[src/sv/rtp_jpeg_packetizer_assert.svh]
// Assertion macros for the packetiser
`ifndef RTP_JPEG_PACKETIZER_ASSERT_SVH
`define RTP_JPEG_PACKETIZER_ASSERT_SVH

// ante holds in a cycle, cons in the same cycle
`define RJP_ASSERT_SAME(label, clk, rst_n, ante, cons, msg) \
    label: assert property (@(posedge clk) disable iff (!rst_n) (ante) |-> (cons)) \
        else $error(msg);

// ante holds in a cycle, cons in the next
`define RJP_ASSERT_NEXT(label, clk, rst_n, ante, cons, msg) \
    label: assert property (@(posedge clk) disable iff (!rst_n) (ante) |=> (cons)) \
        else $error(msg);

`endif

[src/sv/rjp_pkg.sv]
package rjp_pkg;

    localparam int FRAG_MAX = 1024;

    localparam int QDEPTH = 4;
    localparam int QAW    = $clog2(QDEPTH);
    localparam int QCW    = QAW + 1;

    localparam int CFG_AW = 4;

    localparam logic [1:0] REG_TCP    = 2'd0;
    localparam logic [1:0] REG_WIDTH  = 2'd1;
    localparam logic [1:0] REG_HEIGHT = 2'd2;
    localparam logic [1:0] REG_SSRC   = 2'd3;

    localparam logic        RST_TCP    = 1'b0;
    localparam logic [10:0] RST_WIDTH  = 11'd640;
    localparam logic [10:0] RST_HEIGHT = 11'd480;
    localparam logic [31:0] RST_SSRC   = 32'h13f97e67;

    localparam logic [4:0]  HDR_TCP_LEN    = 5'd24;
    localparam logic [4:0]  HDR_UDP_LEN    = 5'd20;
    localparam logic [4:0]  TCP_PREFIX_LEN = 5'd4;
    localparam logic [15:0] RTP_JPEG_LEN   = 16'd20;

    localparam logic [7:0] HB_DOLLAR  = 8'h24;
    localparam logic [7:0] HB_VERSION = 8'h80;
    localparam logic [6:0] HB_PTYPE   = 7'h1a;
    localparam logic [7:0] HB_QUALITY = 8'h5e;

    localparam logic [31:0] TS_RATE     = 32'd90000;
    localparam logic [31:0] TS_BACKSTEP = 32'd100;
    // floor(x / 125) = (x * DIV_RECIP) >> DIV_SHIFT for any 29-bit x
    localparam logic [29:0] DIV_RECIP   = 30'd549755814;
    localparam int          DIV_SHIFT   = 36;

    typedef struct packed {
        logic [7:0]  data;
        logic        hdr;
        logic        mark;
        logic        plast;
        logic        flast;
        logic [15:0] flen;
        logic [23:0] offset;
        logic [31:0] now_msec;
    } t_entry;

    typedef struct packed {
        logic        tcp;
        logic [10:0] width;
        logic [10:0] height;
        logic [31:0] ssrc;
    } t_cfg;

endpackage

[src/sv/rjp_front.sv]
module rjp_front (
    input  logic           i_clk,
    input  logic           i_rst_n,
    input  logic           i_in_valid,
    input  logic [7:0]     i_jpeg_byte,
    input  logic [23:0]    i_frame_bytes,
    input  logic [31:0]    i_now_msec,
    input  logic           i_q_full,
    output logic           o_in_ready,
    output logic           o_push,
    output rjp_pkg::t_entry o_entry
);
    import rjp_pkg::*;

    logic [23:0] r_frame_offset;
    logic [23:0] r_frame_length;
    logic [15:0] r_frag_rem;

    logic        w_hdr;
    logic [23:0] w_len;
    logic [23:0] w_rem;
    logic        w_mark;
    logic [15:0] w_flen;
    logic [15:0] w_frag_left;
    logic [23:0] w_off_next;
    logic        w_flast;

    always_comb begin
        w_hdr       = (r_frag_rem == '0);
        if (r_frame_offset == '0) begin
            w_len = (i_frame_bytes == '0) ? 24'd1 : i_frame_bytes;
        end else begin
            w_len = r_frame_length;
        end
        w_rem       = w_len - r_frame_offset;
        w_mark      = (w_rem <= 24'(FRAG_MAX));
        w_flen      = w_mark ? w_rem[15:0] : 16'(FRAG_MAX);
        w_frag_left = (w_hdr ? w_flen : r_frag_rem) - 16'd1;
        w_off_next  = r_frame_offset + 24'd1;
        w_flast     = (w_off_next == w_len);
    end

    assign o_in_ready = !i_q_full;
    assign o_push     = i_in_valid && !i_q_full;

    always_comb begin
        o_entry.data     = i_jpeg_byte;
        o_entry.hdr      = w_hdr;
        o_entry.mark     = w_mark;
        o_entry.plast    = (w_frag_left == '0);
        o_entry.flast    = w_flast;
        o_entry.flen     = w_flen;
        o_entry.offset   = r_frame_offset;
        o_entry.now_msec = i_now_msec;
    end

    always_ff @(posedge i_clk) begin
        if (!i_rst_n) begin
            r_frame_offset <= '0;
            r_frame_length <= '0;
            r_frag_rem     <= '0;
        end else if (o_push) begin
            r_frame_length <= w_len;
            if (w_flast) begin
                r_frame_offset <= '0;
                r_frag_rem     <= '0;
            end else begin
                r_frame_offset <= w_off_next;
                r_frag_rem     <= w_frag_left;
            end
        end
    end

endmodule

[config.mk]
export PLATFORM = sky130hd
export DESIGN_NAME = rjp_front
export DESIGN_NICKNAME = d
export VERILOG_FILES = /design/src/sv/rtp_jpeg_packetizer_assert.svh /design/src/sv/rjp_pkg.sv /design/src/sv/rjp_front.sv
export SDC_FILE = /design/constraint.sdc
export NUM_CORES = 1
export LEC_CHECK = 0
export ABC_AREA = 1
export BUFFER_PORTS_ARGS = -buffer_cell sky130_fd_sc_hd__buf_4
export CAP_MARGIN = 30
export CORE_MARGIN = 5
export CORE_UTILIZATION = 56
export DETAILED_ROUTE_END_ITERATION = 7
export PLACE_DENSITY = 0.9
export SYNTH_ARGS = -nofsm -noshare
export SYNTH_HDL_FRONTEND = slang
export SYNTH_SLANG_ARGS = --single-unit
[constraint.sdc]
create_clock -name i_clk -period 6 [get_ports i_clk]
set_clock_uncertainty 0.05 [all_clocks]
set_input_delay 0.3 -clock i_clk [delete_from_list [all_inputs] [get_ports i_clk]]
set_output_delay 0.3 -clock i_clk [all_outputs]
set_load 0.02 [all_outputs]
-- Word-level counts from Yosys, hierarchy flattened
Index checks and enable logic that the tools add are counted.
- register bits: 64
- input port bits: 68
- word-level logic and storage cells: 20
- output and inout bits: 86
- muxes and demuxes: 6
- reductions and logical operators: 6
- $add $sub $neg: 3
- $lt $le $gt $ge: 1
- equality and inequality tests: 1
- operators with widths (operator ; count):
    24-bit 2-to-1 mux ; 3
    24-bit logical NOT ; 2
    16-bit 2-to-1 mux ; 3
    16-bit logical NOT ; 2
    24-bit by 1-bit adder with 24-bit output (second input constant) ; 1
    24-bit equality test ; 1
    24-bit by 11-bit <= comparator with 1-bit output (second input constant) ; 1
    24-bit subtractor ; 1
    16-bit by 1-bit subtractor with 16-bit output (second input constant) ; 1
    1-bit logical AND ; 1
    1-bit logical NOT ; 1

-- Longest topological paths before layout
- depth after elaboration: 9
- gate-level depth with buffers: 38
- depth with buffers taken out: 37

-- Worst setup path after synthesis
OpenSTA, ideal clock, no wires.
- path kind: register to output
- start point: reg r_frame_offset[1]
- end point: out o_entry[73] (netlist name)
- slack: 1.396 ns
- arrival: 4.254 ns
- stages on the path, launching flop included: 37
- buffers on the path: 1
- required time: 5.650 ns
- cells stage by stage: dfxtp_1 -> inv_1 -> ha_1 -> nand3_1 -> nor2_4 -> nand3_4 -> inv_2 -> buf_4 -> o22ai_1 -> ha_1 -> fa_1 -> inv_1 -> nand3_1 -> nand2_1 -> nand3_1 -> nand3_1 -> nand2_1 -> nand2_1 -> nand2_1 -> nand2_1 -> inv_1 -> nand3_1 -> nor2_1 -> nand3_1 -> nand2_1 -> nand2_1 -> ha_1 -> nand3_1 -> nor2_2 -> inv_2 -> nor2_1 -> nand3_1 -> nand2_1 -> nand2_1 -> clkinv_1 -> nand2_1 -> nor2_1
- RTL lines (item ; line ; text):
    start, declared ; rjp_front.sv:15 ; logic [23:0] r_frame_offset;
    start signal, assigned ; rjp_front.sv:68 ; r_frame_offset <= w_off_next;
    end, declared ; rjp_front.sv:11 ; output rjp_pkg::t_entry o_entry

==> results.yml <==
floorplanning:
  io_pins: 154
  die_h_um: 122
  rows: 41
  die_x_um: 122
  coreArea_mm2: 0.0125
  dieArea_mm2: 0.0149
  start_util_pct: 56.3
setup_path:
  cp-startpoint: "r_frame_offset[1]"
  end_kind: "output port"
  crit_top_cell: "nand2_1"
  cp_max_fo: 13
  rr_startpoint: "r_frame_offset[1]"
  r2r_end: "r_frag_rem[10]"
  r2r_cells: 32
  r2r_slack_ps: 1200
  cp.required_ps: 5650
  worst-setup-path-type: "reg2out"
  startpoint_type: "register"
  slowest_delay_ps: 420
  arrival_ps: 5170
  slowest_stage: "ha_1"
  setup.worst_path.end: "o_entry[73]"
routing:
  routed_wl_mm: 20.0
  wire_per_inst_um: 14.3
  first_pass_iters: 5
  ant_nets: 0
  drtIter0Drc: 632
  viasPerCell: 5.42
  drc: 0
  via_count: 7587
sta:
  worstMarginPinSlew_ps: 835
  final.setup.tns_ps: 0
  fmax_ghz: 0.181
  timing.slew.headroom_pct: 44.2
  setup_violations: 0
  fin_crit_sh_pct: 92.0
  timing.final.ws_setup_ps: 480
  maxSlewViolCount: 0
  final_hold_viol_count: 0
  period_minus_slack_ps: 5520
layout:
  area_growth_pct: 9.62
  finalNetCount: 1321
  final_common_cell: "nand2_1"
  finalInstanceArea_mm2: 0.00770
  layout_common_cells: "nand2_1 (362), inv_1 (188), nor2_1 (115)"
  drive_gt1_share_pct: 14.3
  antenna_cells: 0
  fillers: 1128
  final_util_pct: 61.7
yosys:
  yosysUniqueCellTypes: 47
  synth_enable_flop_cells: 0
  synth.area.top_cells: "nand2_1 (19%), dfxtp_1 (18%), inv_1 (10%)"
  async_flop_share_pct: 0
  ys_seq_area_share_pct: 18.2
  synth_cells: 1206
  netlist_area_mm2: 0.00702
  yosys_most_used_dff: "dfxtp_1"
  synth-seq-cells: 64
  synth_top_area_share_pct: 19.4
  syn_area_per_cell_um2: 5.82
  synth_warnings: 0
  yosys.area.top_type: "nand2_1"
placed_design:
  placed_area_mm2: 0.00728
  post-dp-hpwl_mm: 15.3
  gp_congestion: 1.04
  place_ws_ps: 691
  port_buffers: 68
clock_network:
  h-tree-depth: 3
  ctsHoldBuffers: 0
  cts.sinks: 64
  clk_pin_slew_ps: 60
  numCtsBuffers: 9
  clock-root-buffer: "clkbuf_16"
  insertion_delay_ps: 350
  clk_path_buf_depth: 2
  cts_tree: "yes"
min_path:
  hold_path.class: "in2reg"
grt:
  grt_use_total_pct: 26.8
  grt_pass1_vias: 6834
  grt.overflow.total: 0
  grt_max_degree: 63
  antenna_found_initial: 0
  grt_pass1_wl_mm: 32.1
power_and_ir_drop:
  cellLeakagePower_uw: 0.00418
  power_uw: 3820
  ir_drop_uv: 476
  powerDensity_mw_per_mm2: 496
flow_run:
  cap_violations: 0
status:
  status: "finished clean"
## per-layer routing
metal / global-route usage [%] / wire (um)
met5: 0 / 0
met4: 11.3 / 664
met3: 5.29 / 2100
met2: 42.8 / 8900
met1: 35.3 / 8350
## layout make-up
type                            instances  area, um2  share of cell area, %
Clock inverter                          3       90.1                   1.17
Clock buffer                           12        246                   3.20
Multi-Input combinational cell        869       4520                   58.7
Timing Repair Buffer                   76        571                   7.41
Sequential cell                        64       1280                   16.6
Tap cell                              172        215                   2.80
Inverter                              205        772                   10.0
## power by group
group | internal, uW | switching, uW | total [uW]
clock network | 415 | 201 | 616
registers | 476 | 34.1 | 510
logic | 841 | 1850 | 2690
## how the worst min path moves through the flow
stage,startpoint,slack (ps),cells past startpoint,endpoint
after floorplan,i_rst_n,390,2,r_frame_offset[0]
after global placement,r_frag_rem[9],400,2,r_frag_rem[9]
after detailed placement,r_frag_rem[9],410,2,r_frag_rem[9]
after CTS,i_rst_n,240,2,r_frame_offset[8]
after global routing,i_rst_n,260,2,r_frame_offset[20]
final,i_rst_n,250,2,r_frag_rem[1]
## through the flow
step                      cells  hold slack [ps]
after floorplan            1210              388
after global placement     1380              404
after detailed placement   1380              414
after CTS                  1395              237
after global routing       1401              259
final                      1401              246
## flip-flops by register name, indices dropped and copies added (netlist names)
signal	count
r_frame_offset	24
r_frag_rem	16
r_frame_length	24
## what timing repair did
item / in CTS / in global routing
buffers inserted: 0 / 4
gates resized for setup: 0 / 10
setup endpoints to repair: 0 / 1
## Yosys cell counts (8+ instances only)
| library cell | number |
|---|---|
| a21oi_1 | 55 |
| buf_4 | 50 |
| clkbuf_1 | 16 |
| dfxtp_1 | 64 |
| ha_1 | 27 |
| inv_1 | 188 |
| inv_2 | 15 |
| nand2_1 | 363 |
| nand2_2 | 15 |
| nand3_1 | 84 |
| nand3_2 | 12 |
| nand4_1 | 24 |
| nor2_1 | 115 |
| nor2_2 | 11 |
| nor2_4 | 8 |
| nor3_1 | 10 |
| o21a_1 | 11 |
| o21ai_0 | 30 |
| o21ai_1 | 12 |
| xor2_1 | 33 |
## critical path: cells and delay by family, from the launching register on
family / cells / cell delay (ps)
adders and majority gates: 3 / 790
buffers and inverters: 4 / 370
DFF: 1 / 380
AOI/OAI and AO/OA: 2 / 320
and+or+nand+nor: 25 / 2920
## cell families after synthesis
| kind of cell | count (synthesis) | share of synthesized area [%] |
|---|---|---|
| and+or+nand+nor | 675 | 43.8 |
| buffers and inverters | 279 | 18.3 |
| AOI/OAI and AO/OA | 119 | 9.53 |
| DFF | 64 | 18.2 |
| xor gates and xnor gates | 40 | 4.99 |
| adders and majority gates | 28 | 5.10 |
| other | 1 | 0.0534 |
No activity file was read; power rests on OpenSTA's default activity.
