--- src/sv/rtp_jpeg_packetizer_assert.svh ---
// Assertion macros for the packetiser
`ifndef RTP_JPEG_PACKETIZER_ASSERT_SVH
`define RTP_JPEG_PACKETIZER_ASSERT_SVH

// ante holds in a cycle, cons in the same cycle
`define RJP_ASSERT_SAME(label, clk, rst_n, ante, cons, msg) \
    label: assert property (@(posedge clk) disable iff (!rst_n) (ante) |-> (cons)) \
        else $error(msg);

// ante holds in a cycle, cons in the next
`define RJP_ASSERT_NEXT(label, clk, rst_n, ante, cons, msg) \
    label: assert property (@(posedge clk) disable iff (!rst_n) (ante) |=> (cons)) \
        else $error(msg);

`endif

--- src/sv/rjp_pkg.sv ---
package rjp_pkg;

    localparam int FRAG_MAX = 1024;

    localparam int QDEPTH = 4;
    localparam int QAW    = $clog2(QDEPTH);
    localparam int QCW    = QAW + 1;

    localparam int CFG_AW = 4;

    localparam logic [1:0] REG_TCP    = 2'd0;
    localparam logic [1:0] REG_WIDTH  = 2'd1;
    localparam logic [1:0] REG_HEIGHT = 2'd2;
    localparam logic [1:0] REG_SSRC   = 2'd3;

    localparam logic        RST_TCP    = 1'b0;
    localparam logic [10:0] RST_WIDTH  = 11'd640;
    localparam logic [10:0] RST_HEIGHT = 11'd480;
    localparam logic [31:0] RST_SSRC   = 32'h13f97e67;

    localparam logic [4:0]  HDR_TCP_LEN    = 5'd24;
    localparam logic [4:0]  HDR_UDP_LEN    = 5'd20;
    localparam logic [4:0]  TCP_PREFIX_LEN = 5'd4;
    localparam logic [15:0] RTP_JPEG_LEN   = 16'd20;

    localparam logic [7:0] HB_DOLLAR  = 8'h24;
    localparam logic [7:0] HB_VERSION = 8'h80;
    localparam logic [6:0] HB_PTYPE   = 7'h1a;
    localparam logic [7:0] HB_QUALITY = 8'h5e;

    localparam logic [31:0] TS_RATE     = 32'd90000;
    localparam logic [31:0] TS_BACKSTEP = 32'd100;
    // floor(x / 125) = (x * DIV_RECIP) >> DIV_SHIFT for any 29-bit x
    localparam logic [29:0] DIV_RECIP   = 30'd549755814;
    localparam int          DIV_SHIFT   = 36;

    typedef struct packed {
        logic [7:0]  data;
        logic        hdr;
        logic        mark;
        logic        plast;
        logic        flast;
        logic [15:0] flen;
        logic [23:0] offset;
        logic [31:0] now_msec;
    } t_entry;

    typedef struct packed {
        logic        tcp;
        logic [10:0] width;
        logic [10:0] height;
        logic [31:0] ssrc;
    } t_cfg;

endpackage

--- src/sv/rjp_queue.sv ---
module rjp_queue (
    input  logic            i_clk,
    input  logic            i_rst_n,
    input  logic            i_push,
    input  rjp_pkg::t_entry i_entry,
    input  logic            i_pop,
    output rjp_pkg::t_entry o_entry,
    output logic            o_valid,
    output logic            o_full
);
    import rjp_pkg::*;

    t_entry           r_mem [QDEPTH];
    logic [QAW-1:0]   r_wp;
    logic [QAW-1:0]   r_rp;
    logic [QCW-1:0]   r_count;

    assign o_entry = r_mem[r_rp];
    assign o_valid = (r_count != '0);
    assign o_full  = (r_count == QCW'(QDEPTH));

    always_ff @(posedge i_clk) begin
        if (i_push) begin
            r_mem[r_wp] <= i_entry;
        end
    end

    always_ff @(posedge i_clk) begin
        if (!i_rst_n) begin
            r_wp    <= '0;
            r_rp    <= '0;
            r_count <= '0;
        end else begin
            if (i_push) begin
                r_wp <= r_wp + 1'b1;
            end
            if (i_pop) begin
                r_rp <= r_rp + 1'b1;
            end
            if (i_push && !i_pop) begin
                r_count <= r_count + 1'b1;
            end else if (i_pop && !i_push) begin
                r_count <= r_count - 1'b1;
            end
        end
    end

endmodule

--- config.mk ---
export PLATFORM = sky130hd
export DESIGN_NAME = rjp_queue
export DESIGN_NICKNAME = d
export VERILOG_FILES = /design/src/sv/rtp_jpeg_packetizer_assert.svh /design/src/sv/rjp_pkg.sv /design/src/sv/rjp_queue.sv
export SDC_FILE = /design/constraint.sdc
export NUM_CORES = 1
export LEC_CHECK = 0
export CAP_MARGIN = 20
export CORE_MARGIN = 2
export CORE_UTILIZATION = 50
export CTS_CLUSTER_DIAMETER = 80
export CTS_CLUSTER_SIZE = 8
export DETAILED_ROUTE_END_ITERATION = 8
export DONT_BUFFER_PORTS = 1
export PLACE_DENSITY = 0.7
export REMOVE_ABC_BUFFERS = 1
export SYNTH_ARGS = -nofsm -noshare
export SYNTH_HDL_FRONTEND = slang
export SYNTH_SLANG_ARGS = --single-unit
export TNS_END_PERCENT = 100
--- constraint.sdc ---
create_clock -name i_clk -period 4.3 [get_ports i_clk]
set_clock_uncertainty 0.1 [all_clocks]
set_input_delay 0.215 -clock i_clk [delete_from_list [all_inputs] [get_ports i_clk]]
set_output_delay 0.215 -clock i_clk [all_outputs]
set_load 0.02 [all_outputs]
== After elaboration in Yosys (flattened, before gate mapping) ==
Memory sizes are Yosys's and may differ from the RTL's. A register that Yosys moved wholly into a read port is not among the register bits.
Cells that the tools add are included.

* Register bits: 7
* RAM bits: 336
* Input port bits: 88
* Output and inout bits: 86
* Word-level logic and storage cells: 21
* Memories kept: 1

{| class="wikitable"
|+ Memories
! name !! depth !! bits a word !! read ports !! clocked after memory_dff !! write ports !! RTL line !! text
|-
| r_mem || 4 || 84 || 1 || 1 || 1 || rjp_queue.sv:13 || <nowiki>t_entry r_mem [QDEPTH];</nowiki>
|}

* Add/sub/neg operators: 4
* Equality and inequality tests: 1
* Multiplexer cells: 6
* Reduce and logical (&&, ||, !) cells: 6

{| class="wikitable"
|+ Operators by type and width
! operator !! number
|-
| 3-bit 2-to-1 mux || 2
|-
| 2-bit by 1-bit adder with 2-bit output, second input constant || 2
|-
| 2-bit 2-to-1 mux || 2
|-
| 3-bit by 1-bit adder with 3-bit output, second input constant || 1
|-
| 3-bit equality test, second input constant || 1
|-
| 3-bit nonzero test || 1
|-
| 3-bit by 1-bit subtractor with 3-bit output, second input constant || 1
|-
| 1-bit logical AND || 2
|-
| 1-bit logical NOT || 2
|-
| 1-bit 2-to-1 mux || 2
|-
| 2-bit nonzero test || 1
|}

== Logic depth before layout (Yosys ltp) ==
* Depth in word-level cells: 4
* Mapped depth: 7
* Depth with buffers taken out: 7

== Worst setup path before layout ==
No wires, ideal clock.

* Kind: register to register
* Start point: register r_wp[0]
* End point: memory r_mem[0][0] (netlist bit), enable pin
* Setup time: 0.451 ns
* Arrival: 2.494 ns
* Required time: 3.749 ns
* Setup slack: 1.255 ns
* Stages on the path, launching flop included: 4
* Path buffers: 0
* Period minus slack after synthesis: 3.045 ns
* Cell sequence: dfxtp_1 -> inv_1 -> ha_1 -> and2_1

{| class="wikitable"
|+ RTL lines
! what !! RTL line !! text
|-
| from (decl) || rjp_queue.sv:14 || <nowiki>logic [QAW-1:0] r_wp;</nowiki>
|-
| from (signal assigned) || rjp_queue.sv:35 || <nowiki>r_wp <= r_wp + 1'b1;</nowiki>
|-
| to (decl) || rjp_queue.sv:13 ||
|}

Straight into the memory's write port.

==> impl_metrics.py <==
metrics = {
    "run_status": {
        "status": "completed",
    },
    "cells_and_area": {
        "n_antenna_cell": 0,
        "final_area_mm2": 0.0152,
        "nFillCells": 1682,
        "post-route-util": 0.610,
        "num-nets-final": 705,
        "post_route_cells_drive_above_1_share": 0.240,
        "area_growth_pct": 20.9,
    },
    "critical_path": {
        "crit_path_max_incr_delay_ns": 0.87,
        "reg2reg_from": "r_wp[0]",
        "reg2reg_to": "r_mem[2][78]",
        "cpMaxStageDelayCell": "dfxtp_4",
        "path_depth": 2,
        "worstPathArrival_ns": 2.53,
        "r2r_slack_ns": 2.04,
        "path_buf_inv": 1,
        "path_cells": "buf_4 > mux4_2",
        "crit_family": "flip-flops",
        "cp-start-kind": "flop",
        "cp.required_ns": 3.98,
        "critPathMaxFanout": 38,
        "crit_end": "o_entry[48]",
        "r2r_cells": 4,
        "end_kind": "output port",
        "critPathKind": "reg -> out",
    },
    "cts": {
        "clockRootBuffer": "clkbuf_16",
        "numCtsBuffers": 49,
        "cts_tree": "done",
        "cts_resized": 0,
        "clkTransAtPathRegs_ns": 0.05,
        "clk_latency_ns": 0.53,
        "cts.sinks": 345,
        "cts_buffer_depth": 3,
        "cts_max_level": 2,
    },
    "floorplanning": {
        "initial_core_util": 0.505,
        "dieWidth_um": 163,
        "core_area_mm2": 0.0249,
        "die_h_um": 163,
        "rows": 58,
        "io_pins": 174,
        "fp.dieArea_mm2": 0.0264,
    },
    "route": {
        "wl_per_cell_um": 23.1,
        "drc": 0,
        "dr.pass1.iters": 4,
        "wl_mm": 22.3,
        "via_per_inst": 5.58,
        "initialDrtViolationCount": 409,
        "vias": 5377,
        "ant_nets": 0,
    },
    "power": {
        "p_int_mw": 6.28,
        "switching_share": 0.217,
        "seq_power_share": 0.493,
        "p_switching_mw": 1.74,
        "combPwrFrac": 0.085,
        "p_per_area_mw_per_mm2": 528,
        "irDropWorstVdd_mv": 0.367,
        "leakage_nw": 4.84,
        "clkPwrFrac": 0.422,
    },
    "placed_design": {
        "gp_congestion": 0.761,
        "dp_hpwl_mm": 12.8,
        "postPlaceCellArea_mm2": 0.0129,
        "dp_slack_ns": 1.94,
        "io_buffers": 0,
    },
    "synth": {
        "synth_ff_type": "edfxtp_1",
        "synth_area_mm2": 0.0126,
        "ys_warn_count": 0,
        "ys_types": 20,
        "ys_ff_latch": 345,
        "syn_avg_cell_area_um2": 26.1,
        "synth_edf_count": 336,
        "synth-async-reset-ratio": 0,
        "ys_seq_area_frac": 0.817,
        "syn_inst": 481,
    },
    "grt": {
        "grt_overflow": 0,
        "grt_pass1_vias": 5957,
        "antenna_found_initial": 1,
        "grt_start_max_net_pins": 63,
        "grt_pass1_wl_mm": 34.3,
        "grt_util_all_layers": 0.173,
    },
    "timing": {
        "rsz0062_at_grt": "no",
        "layout_setup_ws_ns": 1.46,
        "period_needed_ns": 2.84,
        "worstMarginPinSlew_ns": 0.980,
        "finalCritPeriodShare": 0.661,
        "fmaxAchievable_mhz": 352,
        "hold_violations": 0,
        "fin_hold_ws_ns": 0.0391,
        "setup_violations": 0,
        "slew_viol_final": 0,
        "relSlewSlack": 0.347,
        "fin_tns_setup_ns": 0,
    },
    "min_path": {
        "whs_path_depth": 1,
        "min_path_type": "in -> reg",
    },
    "job": {
        "max_cap_viol_count": 0,
    },
}
==> sequential cells by signal (all words and copies together), names as in the netlist, named ones only <==
register	flops
r_count	3
r_mem	336
r_rp	2
r_wp	2
==> cells by family (layout without fill, tap and decap cells) <==
family | count (synthesis) | in the layout | share of synthesized area
AO/OA/AOI/OAI | 2 | 2 | 0.000996
XOR/XNOR | 5 | 5 | 0.00349
adder cells (fa/ha/maj) | 6 | 6 | 0.00657
buffers and inverters | 22 | 174 | 0.0120
flip-flops | 345 | 345 | 0.817
multiplexers | 86 | 86 | 0.152
AND/OR/NAND/NOR | 15 | 15 | 0.00737
==> cells in the final DEF, fill, tap and decap left out <==
cell type / synthesis / final
edfxtp_1: 336 / 336
clkbuf_16: 0 / 51
dlygate4sd3_1: 0 / 88
fa_1: 1 / 1
buf_12: 0 / 1
buf_4: 2 / 8
mux2i_1: 2 / 2
clkbuf_1: 2 / 20
xor2_1: 3 / 3
clkinv_4: 0 / 1
dfxtp_1: 9 / 7
xnor2_1: 2 / 2
and2_1: 9 / 5
and2_4: 0 / 4
nor2b_1: 2 / 2
inv_6: 0 / 1
ha_1: 5 / 5
or3_1: 2 / 2
dfxtp_4: 0 / 2
inv_1: 4 / 4
mux4_2: 84 / 84
nand2_1: 1 / 1
nor3b_1: 1 / 1
a21boi_0: 1 / 1
o21ai_0: 1 / 1
==> worst min-delay path by stage <==
stage / startpoint / endpoint
finish: i_push / r_mem[1][56]
global route: i_push / r_mem[1][13]
CTS: i_push / r_count[1]
detailed placement: i_entry[78] / r_mem[0][78]
global placement: i_entry[10] / r_mem[2][10]
floorplan: i_entry[0] / r_mem[0][0]
==> synthesized netlist by cell type, types with 3 or more instances <==
| master | number | area [um^2] |
|---|---|---|
| edfxtp_1 | 336 | 10100 |
| dfxtp_1 | 9 | 180 |
| and2_1 | 9 | 56.3 |
| buf_6 | 7 | 78.8 |
| buf_2 | 7 | 35.0 |
| ha_1 | 5 | 62.6 |
| xor2_1 | 3 | 26.3 |
| mux4_2 | 84 | 1890 |
| inv_1 | 4 | 15.0 |
==> layout make-up <==
cell class / count / area [um^2] / share of cell area
Clock buffer: 71 / 1350 / 0.0890
Clock inverter: 2 / 17.5 / 0.00115
Inverter: 4 / 15.0 / 0.000989
Multi-Input combinational cell: 114 / 2150 / 0.142
Sequential cell: 345 / 10300 / 0.677
Tap cell: 330 / 413 / 0.0272
Timing Repair Buffer: 97 / 961 / 0.0633
==> routing by layer <==
metal  vias up  global-route usage  routed length, um
met5         -                   0                 13
met4         2              0.0551                481
met3        42              0.0568               1820
met2       194               0.284              11100
met1      2813               0.223               8900
li1       2326                   -                  -
==> metrics by stage <==
stage | std cells | power [mW]
detailed placement | 802 | 4.61
CTS | 963 | 8.11
global placement | 802 | 4.59
finish | 963 | 8.02
floorplan | 463 | 4.50
global route | 963 | 8.30
==> power groups by stage <==
stage               sequential, mW  clock (mW)  combinational (mW)
finish                        3.96        3.38               0.679
global route                  3.97        3.61               0.725
CTS                           3.96        3.46               0.693
detailed placement            4.02           0               0.591
global placement              4.01           0               0.582
floorplan                     4.02           0               0.476
==> what timing repair did <==
action                    CTS  global route
hold buffers               88             0
setup buffers               0             0
hold endpoints to repair  345             0
(Power assumes the default switching activity.)
