$ cat src/sv/rtp_jpeg_packetizer_assert.svh
// Assertion macros for the packetiser
`ifndef RTP_JPEG_PACKETIZER_ASSERT_SVH
`define RTP_JPEG_PACKETIZER_ASSERT_SVH

// ante holds in a cycle, cons in the same cycle
`define RJP_ASSERT_SAME(label, clk, rst_n, ante, cons, msg) \
    label: assert property (@(posedge clk) disable iff (!rst_n) (ante) |-> (cons)) \
        else $error(msg);

// ante holds in a cycle, cons in the next
`define RJP_ASSERT_NEXT(label, clk, rst_n, ante, cons, msg) \
    label: assert property (@(posedge clk) disable iff (!rst_n) (ante) |=> (cons)) \
        else $error(msg);

`endif

$ cat src/sv/rjp_pkg.sv
package rjp_pkg;

    localparam int FRAG_MAX = 1024;

    localparam int QDEPTH = 4;
    localparam int QAW    = $clog2(QDEPTH);
    localparam int QCW    = QAW + 1;

    localparam int CFG_AW = 4;

    localparam logic [1:0] REG_TCP    = 2'd0;
    localparam logic [1:0] REG_WIDTH  = 2'd1;
    localparam logic [1:0] REG_HEIGHT = 2'd2;
    localparam logic [1:0] REG_SSRC   = 2'd3;

    localparam logic        RST_TCP    = 1'b0;
    localparam logic [10:0] RST_WIDTH  = 11'd640;
    localparam logic [10:0] RST_HEIGHT = 11'd480;
    localparam logic [31:0] RST_SSRC   = 32'h13f97e67;

    localparam logic [4:0]  HDR_TCP_LEN    = 5'd24;
    localparam logic [4:0]  HDR_UDP_LEN    = 5'd20;
    localparam logic [4:0]  TCP_PREFIX_LEN = 5'd4;
    localparam logic [15:0] RTP_JPEG_LEN   = 16'd20;

    localparam logic [7:0] HB_DOLLAR  = 8'h24;
    localparam logic [7:0] HB_VERSION = 8'h80;
    localparam logic [6:0] HB_PTYPE   = 7'h1a;
    localparam logic [7:0] HB_QUALITY = 8'h5e;

    localparam logic [31:0] TS_RATE     = 32'd90000;
    localparam logic [31:0] TS_BACKSTEP = 32'd100;
    // floor(x / 125) = (x * DIV_RECIP) >> DIV_SHIFT for any 29-bit x
    localparam logic [29:0] DIV_RECIP   = 30'd549755814;
    localparam int          DIV_SHIFT   = 36;

    typedef struct packed {
        logic [7:0]  data;
        logic        hdr;
        logic        mark;
        logic        plast;
        logic        flast;
        logic [15:0] flen;
        logic [23:0] offset;
        logic [31:0] now_msec;
    } t_entry;

    typedef struct packed {
        logic        tcp;
        logic [10:0] width;
        logic [10:0] height;
        logic [31:0] ssrc;
    } t_cfg;

endpackage

$ cat src/sv/rjp_back.sv
module rjp_back (
    input  logic            i_clk,
    input  logic            i_rst_n,
    input  rjp_pkg::t_cfg   i_cfg,
    input  rjp_pkg::t_entry i_entry,
    input  logic            i_q_valid,
    output logic            o_pop,
    input  logic            i_out_ready,
    output logic            o_out_valid,
    output logic [7:0]      o_out_byte,
    output logic            o_packet_start,
    output logic            o_packet_last,
    output logic            o_frame_last,
    output logic            o_is_payload
);
    import rjp_pkg::*;

    logic        r_ov;
    logic [7:0]  r_byte;
    logic        r_ps;
    logic        r_pl;
    logic        r_fl;
    logic        r_pay;
    logic [4:0]  r_cnt;
    logic [15:0] r_seq;
    logic [31:0] r_ts;
    logic [31:0] r_prev;
    logic        r_mul_v;
    logic        r_div_v;
    logic [31:0] r_prod;
    logic [22:0] r_quot;

    logic        w_load;
    logic        w_go;
    logic        w_in_hdr;
    logic [4:0]  w_hdr_len;
    logic [4:0]  w_idx;
    logic [15:0] w_size;
    logic [7:0]  w_hb;
    logic [31:0] w_delta;
    logic [58:0] w_div_full;

    always_comb begin
        w_load    = !r_ov || i_out_ready;
        w_hdr_len = i_cfg.tcp ? HDR_TCP_LEN : HDR_UDP_LEN;
        w_in_hdr  = i_entry.hdr && (r_cnt != w_hdr_len);
        w_go      = w_load && i_q_valid && !r_mul_v && !r_div_v;
        o_pop     = w_go && !w_in_hdr;
        w_idx     = r_cnt + (i_cfg.tcp ? 5'd0 : TCP_PREFIX_LEN);
        w_size    = i_entry.flen + RTP_JPEG_LEN;
        w_delta   = (i_entry.now_msec >= r_prev) ? (i_entry.now_msec - r_prev) : TS_BACKSTEP;
        w_div_full = 59'(r_prod[31:3]) * 59'(DIV_RECIP);
    end

    always_comb begin
        case (w_idx)
            5'd0:    w_hb = HB_DOLLAR;
            5'd1:    w_hb = 8'h00;
            5'd2:    w_hb = w_size[15:8];
            5'd3:    w_hb = w_size[7:0];
            5'd4:    w_hb = HB_VERSION;
            5'd5:    w_hb = {i_entry.mark, HB_PTYPE};
            5'd6:    w_hb = r_seq[15:8];
            5'd7:    w_hb = r_seq[7:0];
            5'd8:    w_hb = r_ts[31:24];
            5'd9:    w_hb = r_ts[23:16];
            5'd10:   w_hb = r_ts[15:8];
            5'd11:   w_hb = r_ts[7:0];
            5'd12:   w_hb = i_cfg.ssrc[31:24];
            5'd13:   w_hb = i_cfg.ssrc[23:16];
            5'd14:   w_hb = i_cfg.ssrc[15:8];
            5'd15:   w_hb = i_cfg.ssrc[7:0];
            5'd16:   w_hb = 8'h00;
            5'd17:   w_hb = i_entry.offset[23:16];
            5'd18:   w_hb = i_entry.offset[15:8];
            5'd19:   w_hb = i_entry.offset[7:0];
            5'd20:   w_hb = 8'h00;
            5'd21:   w_hb = HB_QUALITY;
            5'd22:   w_hb = i_cfg.width[10:3];
            5'd23:   w_hb = i_cfg.height[10:3];
            default: w_hb = 8'h00;
        endcase
    end

    always_ff @(posedge i_clk) begin
        if (w_go) begin
            r_byte <= w_in_hdr ? w_hb : i_entry.data;
            r_ps   <= w_in_hdr && (r_cnt == '0);
            r_pl   <= !w_in_hdr && i_entry.plast;
            r_fl   <= !w_in_hdr && i_entry.flast;
            r_pay  <= !w_in_hdr;
        end
        if (o_pop && i_entry.flast) begin
            r_prod <= w_delta * TS_RATE;
        end
        if (r_mul_v) begin
            r_quot <= w_div_full[58:DIV_SHIFT];
        end
    end

    always_ff @(posedge i_clk) begin
        if (!i_rst_n) begin
            r_ov    <= 1'b0;
            r_cnt   <= '0;
            r_seq   <= '0;
            r_ts    <= '0;
            r_prev  <= '0;
            r_mul_v <= 1'b0;
            r_div_v <= 1'b0;
        end else begin
            if (w_go) begin
                r_ov  <= 1'b1;
                r_cnt <= w_in_hdr ? (r_cnt + 5'd1) : 5'd0;
            end else if (i_out_ready) begin
                r_ov <= 1'b0;
            end
            if (o_pop && i_entry.hdr) begin
                r_seq <= r_seq + 16'd1;
            end
            if (o_pop && i_entry.flast) begin
                r_prev <= i_entry.now_msec;
            end
            r_mul_v <= o_pop && i_entry.flast;
            r_div_v <= r_mul_v;
            if (r_div_v) begin
                r_ts <= r_ts + 32'(r_quot);
            end
        end
    end

    assign o_out_valid    = r_ov;
    assign o_out_byte     = r_byte;
    assign o_packet_start = r_ps;
    assign o_packet_last  = r_pl;
    assign o_frame_last   = r_fl;
    assign o_is_payload   = r_pay;

endmodule

$ cat config.mk
export PLATFORM = sky130hd
export DESIGN_NAME = rjp_back
export DESIGN_NICKNAME = d
export VERILOG_FILES = /design/src/sv/rtp_jpeg_packetizer_assert.svh /design/src/sv/rjp_pkg.sv /design/src/sv/rjp_back.sv
export SDC_FILE = /design/constraint.sdc
export NUM_CORES = 1
export LEC_CHECK = 0
export BUFFER_PORTS_ARGS = -buffer_cell sky130_fd_sc_hd__buf_2
export CELL_PAD_IN_SITES_DETAIL_PLACEMENT = 1
export CELL_PAD_IN_SITES_GLOBAL_PLACEMENT = 1
export CORE_MARGIN = 2
export CORE_UTILIZATION = 45
export CTS_CLUSTER_DIAMETER = 60
export CTS_CLUSTER_SIZE = 8
export DETAILED_ROUTE_END_ITERATION = 10
export PLACE_DENSITY_LB_ADDON = 0.1
export SLEW_MARGIN = 30
export SYNTH_ARGS = -nofsm -noshare
export SYNTH_HDL_FRONTEND = slang
export SYNTH_SLANG_ARGS = --single-unit
$ cat constraint.sdc
create_clock -name i_clk -period 9.3 [get_ports i_clk]
set_input_delay 1.395 -clock i_clk [delete_from_list [all_inputs] [get_ports i_clk]]
set_output_delay 1.395 -clock i_clk [all_outputs]
set_load 0.1 [all_outputs]
== After elaboration in Yosys (flattened, before gate mapping) ==
Cells that the tools add are included.

* Add/sub/neg operators: 6
* Equal/unequal tests: 21
* Reduce and logical (&&, ||, !) cells: 18
* Div/mod/pow operators: 0
* Bitwise gates (word level): 0
* $mul: 2
* Muxes and demuxes: 8
* Shift operators: 0
* Magnitude comparators: 1

{| class="wikitable"
|+ Operator list
! kind !! count
|-
| case mux 8 bit (21 select lines) || 1
|-
| multiplier 28 x 29 -> 57 bit (second input constant) || 1
|-
| == test 5 x 4 -> 1 bit (second input constant) || 8
|-
| adder 32 x 23 -> 32 bit || 1
|-
| >= comparator 32 bit || 1
|-
| multiplier 32 x 13 -> 28 bit (second input constant) || 1
|-
| 2-to-1 mux 32 bit || 1
|-
| subtractor 32 bit || 1
|-
| == test 5 bit (second input constant) || 6
|-
| == test 5 x 3 -> 1 bit (second input constant) || 4
|-
| adder 16 x 1 -> 16 bit (second input constant) || 1
|-
| adder 16 x 5 -> 16 bit (second input constant) || 1
|-
| == test 5 x 2 -> 1 bit (second input constant) || 2
|-
| logical AND 1 bit || 10
|-
| logical NOT 5 bit || 2
|-
| 2-to-1 mux 8 bit || 1
|-
| adder 5 x 1 -> 5 bit (second input constant) || 1
|-
| adder 5 x 3 -> 5 bit || 1
|-
| 2-to-1 mux 5 bit || 1
|-
| != test 5 bit || 1
|-
| logical NOT 1 bit || 4
|-
| 2-to-1 mux 4 bit || 1
|-
| 2-to-1 mux 3 bit || 1
|-
| 2-to-1 mux 1 bit || 2
|-
| 2 further kinds || 2
|}

* Memory bits (read-only): 0
* Memory bits (writable): 0
* Register bits: 151
* Input port bits: 143
* Memories: 0
* Bits in latches: 0

== Longest topological paths before layout ==
Gate-level depths: netlist of run 1.

* Depth after elaboration: 7
* Depth in mapped cells: 35

== Worst setup path after synthesis of run 1 ==
Ideal clock, no wire load.

* Path type: input -> register
* From: in i_entry[0] in the netlist's numbering
* To: reg r_prod[31] (data pin)
* Arrival: 8.539 ns
* Buffers on the path: 1
* Required time: 9.043 ns
* Path slack: 0.504 ns
* Library setup time: 0.257 ns
* Stages on the path: 34
* Cell sequence: inv_1 -> ha_1 -> inv_1 -> fa_1 -> nand3_1 -> a211oi_1 -> or3_4 -> a211o_1 -> a221oi_2 -> o21a_2 -> clkbuf_1 -> nor2_1 -> fa_1 -> inv_1 -> fa_1 -> inv_1 -> fa_1 -> fa_1 -> inv_1 -> fa_1 -> inv_1 -> ha_1 -> a21oi_1 -> nor2b_1 -> o21ai_0 -> nand2b_1 -> a21oi_1 -> o21bai_1 -> a31o_2 -> a31o_2 -> nand3_1 -> nand2_1 -> xnor3_1 -> xor2_1

* Cells in the longest elaborated chain, start to end: 3
* Elaborated cells on any way between the ends: 4
* Classes of those cells: add/sub: 1; mul: 1; order compare: 1; mux: 1

{| class="wikitable"
|+ Ends and longest elaborated chain
! what !! line !! source
|-
| from (decl) || rjp_back.sv:5 || <nowiki>input rjp_pkg::t_entry i_entry,</nowiki>
|-
| subtractor 32 bit or >= comparator 32 bit (tied branches) || rjp_back.sv:51 || <nowiki>w_delta = (i_entry.now_msec >= r_prev) ? (i_entry.now_msec - r_prev) : TS_BACKSTEP;</nowiki>
|-
| 2-to-1 mux 32 bit (*) || rjp_back.sv:51 ||
|-
| multiplier 32 x 13 -> 28 bit (*) || rjp_back.sv:94 || <nowiki>r_prod <= w_delta * TS_RATE;</nowiki>
|-
| to (signal assigned) || rjp_back.sv:94 ||
|-
| to (decl) || rjp_back.sv:30 || <nowiki>logic [31:0] r_prod;</nowiki>
|}

Mark *: on every way between the ends. The rest lies on a longest branch, timed or not.
A chain may end at the register's enable or synchronous reset.

== Final worst setup path of run 1 ==
Same ends and word-level chain as after synthesis.

==> flow_summary.ini, run 1 <==
[clock_network]
cts-root-buf = clkbuf_16
htreeDepth = 4
clk-insertion-delay-late_ns = 0.48
cts_tree = yes
clkTransAtPathRegs_ns = 0.07
clock_sinks = 151
cts_made_buffers = 17
clock_path_buffers = 2

[die]
num_rows = 88
dieArea_um2 = 60900
ios = 157
dieWidth_um = 247
dieHeight_um = 247
coreArea_um2 = 58000
initial_core_util = 0.457

[worst_setup_path]
crit_type = input port to register
setup.worst_path.end_class = register
path_max_fanout = 11
cpPeakStageDelay_ns = 0.52
worstPathRequired_ns = 9.52
arrival_ns = 8.99
crit_path_top_delay_cell = fa_1
start_kind = input port

[timing]
fmax_ghz = 0.114
final_hold_viol_count = 0
finalClockSkew_ns = 0.0150
fin_crit_ns = 8.77
slew_violations = 0
tightest_slew_ns = 1.00
fin_ws_ns = 0.526
finalCritPeriodShare = 0.943
slew_headroom = 0.327
rsz0062_at_grt = false
finalSetupViolCount = 0

[layout]
fillers = 6693
finalNetCount = 3992
final_cell_mix = 745 x inv_1, 454 x ha_1, 377 x fa_1
area_growth_pct = 9.36
layout_commonest_cell = inv_1
drive_gt1_frac = 0.0822

[placed_design]
port_buffers = 150
globalplace.congestion = 0.957
post-place-ws_ns = -0.0550
dp_hpwl_mm = 67.6

[yosys]
netlist-cell-type-count = 73
syn_area_um2 = 26500
ys_seq_elements = 151
yosys.area.top_type = fa_1
yosys.area.top_type_share = 0.285
synth-async-reset-ratio = 0
synth_warnings = 0
synth_ff_type = dfxtp_1
synth_edf_count = 63
syn_inst = 2848
synth_area_leaders = fa_1 28%, ha_1 21%, inv_1 11%
synth_nets = 3822
syn_avg_cell_area_um2 = 9.31
ys_seq_area_frac = 0.138

[grt]
grt_use_total = 0.266
grt_pass1_vias = 22100
grt_max_degree = 89
grt-ovfl-total = 0
antenna_found_initial = 7
grt_pass1_wl_mm = 124

[job]
maxCapViolCount = 0

[routing]
wl_mm = 77.6
routedWlPerCell_um = 20.4
drc_errors = 0
via_count = 20000
dr.pass1.iters = 7
detail_route.vias_per_cell = 5.25
drt_iter0_markers = 917
drtAntennaViolNets = 0

[hold_path]
min_path_type = register to register

[outcome]
outcome = complete, no violations
flip-flops by register name, summed over array words and instances, names as in the netlist:
register	flops
o_frame_last	1
o_is_payload	1
o_out_byte	8
o_out_valid	1
o_packet_last	1
o_packet_start	1
r_cnt	5
r_div_v	1
r_mul_v	1
r_prev	32
r_prod	28
r_quot	23
r_seq	16
r_ts	32
repair_timing:
action,CTS,global route
endpoints found under the setup margin,0,2
resized for setup,0,2
setup buffers,0,0
endpoints found under the hold margin,0,0
hold buffers,0,0
Yosys cell counts, types with 5 or more instances:
master	n
a22o_1	10
a31oi_1	7
xnor2_1	81
o21a_1	19
mux2i_1	19
and4_1	5
nand2_1	176
o211ai_1	7
xor2_1	52
clkbuf_1	33
nand4_1	23
a21o_1	46
a22oi_1	19
o21ai_0	57
nand2b_1	13
o31ai_1	8
o2111ai_1	5
nor2_1	99
or2_2	10
nor2b_1	38
nand3_1	44
a21oi_1	106
fa_1	377
a21boi_0	39
a221oi_1	15
ha_1	454
o21bai_1	7
edfxtp_1	63
a211o_1	5
nor3_1	32
a211oi_1	10
a2111oi_0	7
dfxtp_1	88
inv_1	745
and2_1	40
and3_1	18
a222oi_1	6
cell families after synthesis:
kind of cell | Yosys count | share of synthesized area
AOI/OAI and AO/OA | 412 | 0.106
xor gates and xnor gates | 134 | 0.0448
adders and majority gates | 831 | 0.499
buffers and inverters | 783 | 0.111
DFF | 151 | 0.138
muxes | 19 | 0.00717
and+or+nand+nor | 518 | 0.0943
layout make-up:
type | count | area (um^2) | share of cell area
clock buffers | 20 | 478 | 0.0165
repair buffers | 186 | 1020 | 0.0353
clock inverters | 12 | 103 | 0.00354
flip-flops and latches | 151 | 3650 | 0.126
inverters | 748 | 2810 | 0.0968
well taps | 765 | 957 | 0.0330
diodes | 8 | 20.0 | 0.000690
multi-input cells | 1914 | 20000 | 0.688
worst paths after layout:
path / start / end / slack, ns / cells past startpoint
setup / recovery: i_entry[0] / r_prod[31] / 0.53 / 35
setup reg to reg: r_prod[20] / r_quot[13] / 1.13 / 23
hold reg to reg: r_prev[19] / r_prev[19] / 0.46 / 2
hold / removal: r_prev[19] / r_prev[19] / 0.46 / 2
worst max-delay path, delay by kind of cell:
family                   cells  cell delay, ns
adder cells (fa/ha/maj)      8            3.24
AO/OA/AOI/OAI               10            2.20
AND/OR/NAND/NOR              7            1.02
buffers and inverters        8            0.66
XOR/XNOR                     2            0.51
routing by layer:
layer	wire length [um]	GRT usage
met1	36400	0.359
met4	1790	0.0781
met3	3050	0.0436
met2	36400	0.441
met5	0	0
stage by stage:
stage                     hold slack [ns]  area [um^2]  utilization  std cells  setup TNS [ns]
final                               0.465        29000        0.500       3804               0
after global routing                0.488        29000        0.500       3803               0
after CTS                           0.470        28900        0.499       3796               0
after detailed placement            0.460        28400        0.489       3764          -0.123
after global placement              0.454        28400        0.489       3764               0
after floorplan                     0.443        26500            -       2848               0
Power of run 1 is not shown: default switching activity piles up to over one toggle a cycle in this logic, so the estimate is an artifact.
==> inputs of run 2 (changes only) <==
--- a/config.mk
+++ b/config.mk
@@ -9,7 +9,7 @@
 export CELL_PAD_IN_SITES_DETAIL_PLACEMENT = 1
 export CELL_PAD_IN_SITES_GLOBAL_PLACEMENT = 1
 export CORE_MARGIN = 2
-export CORE_UTILIZATION = 45
+export CORE_UTILIZATION = 35
 export CTS_CLUSTER_DIAMETER = 60
 export CTS_CLUSTER_SIZE = 8
 export DETAILED_ROUTE_END_ITERATION = 10
==> run 2 against run 1 <==
Net effect:
- register-to-register slack improved by 0.06 ns
- maximum frequency decreased by 0.72%
- sequential cell count unchanged
==> flow_summary.ini, run 2 (synthesized netlist as in run 1, its figures left out) <==
[worst_setup_path]
crit_path_top_delay_cell = fa_1
worstPathRequired_ns = 9.52
crit_type = input port to register
cpPeakStageDelay_ns = 0.61
start_kind = input port
crit_family = adder cells
path_max_fanout = 7
worst-path-buf-inv = 10
setup.worst_path.end_class = register
arrival_ns = 9.05
cp_common_cell = inv_1
r2r_cells = 33
rr_endpoint = r_prod[31]
rrSetupSlack_ns = 1.19
cp.depth = 35
r2r-start = r_prev[0]

[clock_network]
clock_path_buffers = 2
cts_made_buffers = 17
htreeDepth = 4
postCtsHoldBufs = 0
clkTransAtPathRegs_ns = 0.07
clock_sinks = 151
cts_setup_buffers = 0
cts-resized-gates = 0
cts_tree = yes
clk-insertion-delay-late_ns = 0.48
cts-root-buf = clkbuf_16

[timing]
finalSetupViolCount = 0
rsz0062_at_grt = false
final_hold_viol_count = 0
tightest_slew_ns = 0.986
fmax_ghz = 0.113
tns_ns = 0
hold_ws_ns = 0.466
finalCritPeriodShare = 0.950
slew_headroom = 0.341
finalClockSkew_ns = 0.0215
fin_crit_ns = 8.84
slew_violations = 0

[placed_design]
port_buffers = 150
globalplace.congestion = 0.916
place_inst = 3975
dp_hpwl_mm = 69.9

[layout]
multi_input_area_um2 = 19900
layout_commonest_cell = inv_1
regArea_um2 = 3650
largestRegisters = r_prev (32), r_ts (32), r_prod (28)
final_cell_mix = 745 x inv_1, 454 x ha_1, 377 x fa_1
fillers = 8657
drive_gt1_frac = 0.0832
area_growth_pct = 10.6
finalNetCount = 4001
stdcell_count = 4013

[die]
initial_core_util = 0.355
dieHeight_um = 279
num_rows = 100
dieWidth_um = 279
ios = 157
coreArea_um2 = 74700
dieArea_um2 = 78000

[grt]
grt_max_degree = 62
grt_pass1_vias = 22200
grt_pass1_wl_mm = 127
grt_use_total = 0.212
antenna_found_initial = 3
grt-ovfl-total = 0

[routing]
routedWlPerCell_um = 19.9
wl_mm = 79.7
drc_errors = 0
via_count = 19800
dr.pass1.iters = 5
drt_iter0_markers = 848
drtAntennaViolNets = 0
detail_route.vias_per_cell = 4.93

[job]
maxCapViolCount = 0

[outcome]
outcome = complete, no violations

[hold_path]
hold_depth = 2
min_from = r_prev[16]
hold_path_end = r_prev[16]
min_path_type = register to register
run 2: how the worst max path moves through the flow:
stage               start  slack, ns         end
2_1_floorplan  i_entry[0]       0.50  r_prod[31]
3_3_place_gp   i_entry[0]       0.11  r_prod[31]
3_5_place_dp   i_entry[0]      -0.07  r_prod[31]
4_1_cts        i_entry[0]       0.47  r_prod[31]
5_1_grt        i_entry[0]       0.01  r_prod[31]
6_report       i_entry[0]       0.46  r_prod[31]
run 2: stage by stage:
| stage | setup slack (ns) | cell area [um^2] | util |
|---|---|---|---|
| 3_3_place_gp | 0.109 | 28700 | 0.384 |
| 6_report | 0.462 | 29300 | 0.392 |
| 5_1_grt | 0.0108 | 29300 | 0.392 |
| 3_5_place_dp | -0.0653 | 28700 | 0.384 |
| 2_1_floorplan | 0.504 | 26500 | - |
| 4_1_cts | 0.468 | 29300 | 0.392 |
run 2: layout make-up:
| class | instances | share of cell area |
|---|---|---|
| clock inverters | 9 | 0.00265 |
| clock buffers | 23 | 0.0175 |
| inverters | 748 | 0.0958 |
| well taps | 969 | 0.0414 |
| diodes | 4 | 0.000341 |
| flip-flops and latches | 151 | 0.125 |
| multi-input cells | 1914 | 0.680 |
| repair buffers | 195 | 0.0376 |
run 2: worst register-to-register path: cells and delay by family, from the launching register on:
kind	cells	cell delay, ns
xor gates and xnor gates	2	0.52
adders and majority gates	8	3.49
and+or+nand+nor	6	0.90
AOI/OAI and AO/OA	9	1.77
buffers and inverters	8	0.83
DFF	1	0.34
run 2: per-layer routing:
| metal | vias to the layer above | wire length, um | track usage |
|---|---|---|---|
| met5 | - | 0 | 0 |
| met4 | 0 | 1070 | 0.0419 |
| met3 | 52 | 2360 | 0.0257 |
| met2 | 222 | 37500 | 0.357 |
| met1 | 9995 | 38800 | 0.294 |
| li1 | 9499 | - | - |
Power of run 2 is left out for the same reason.
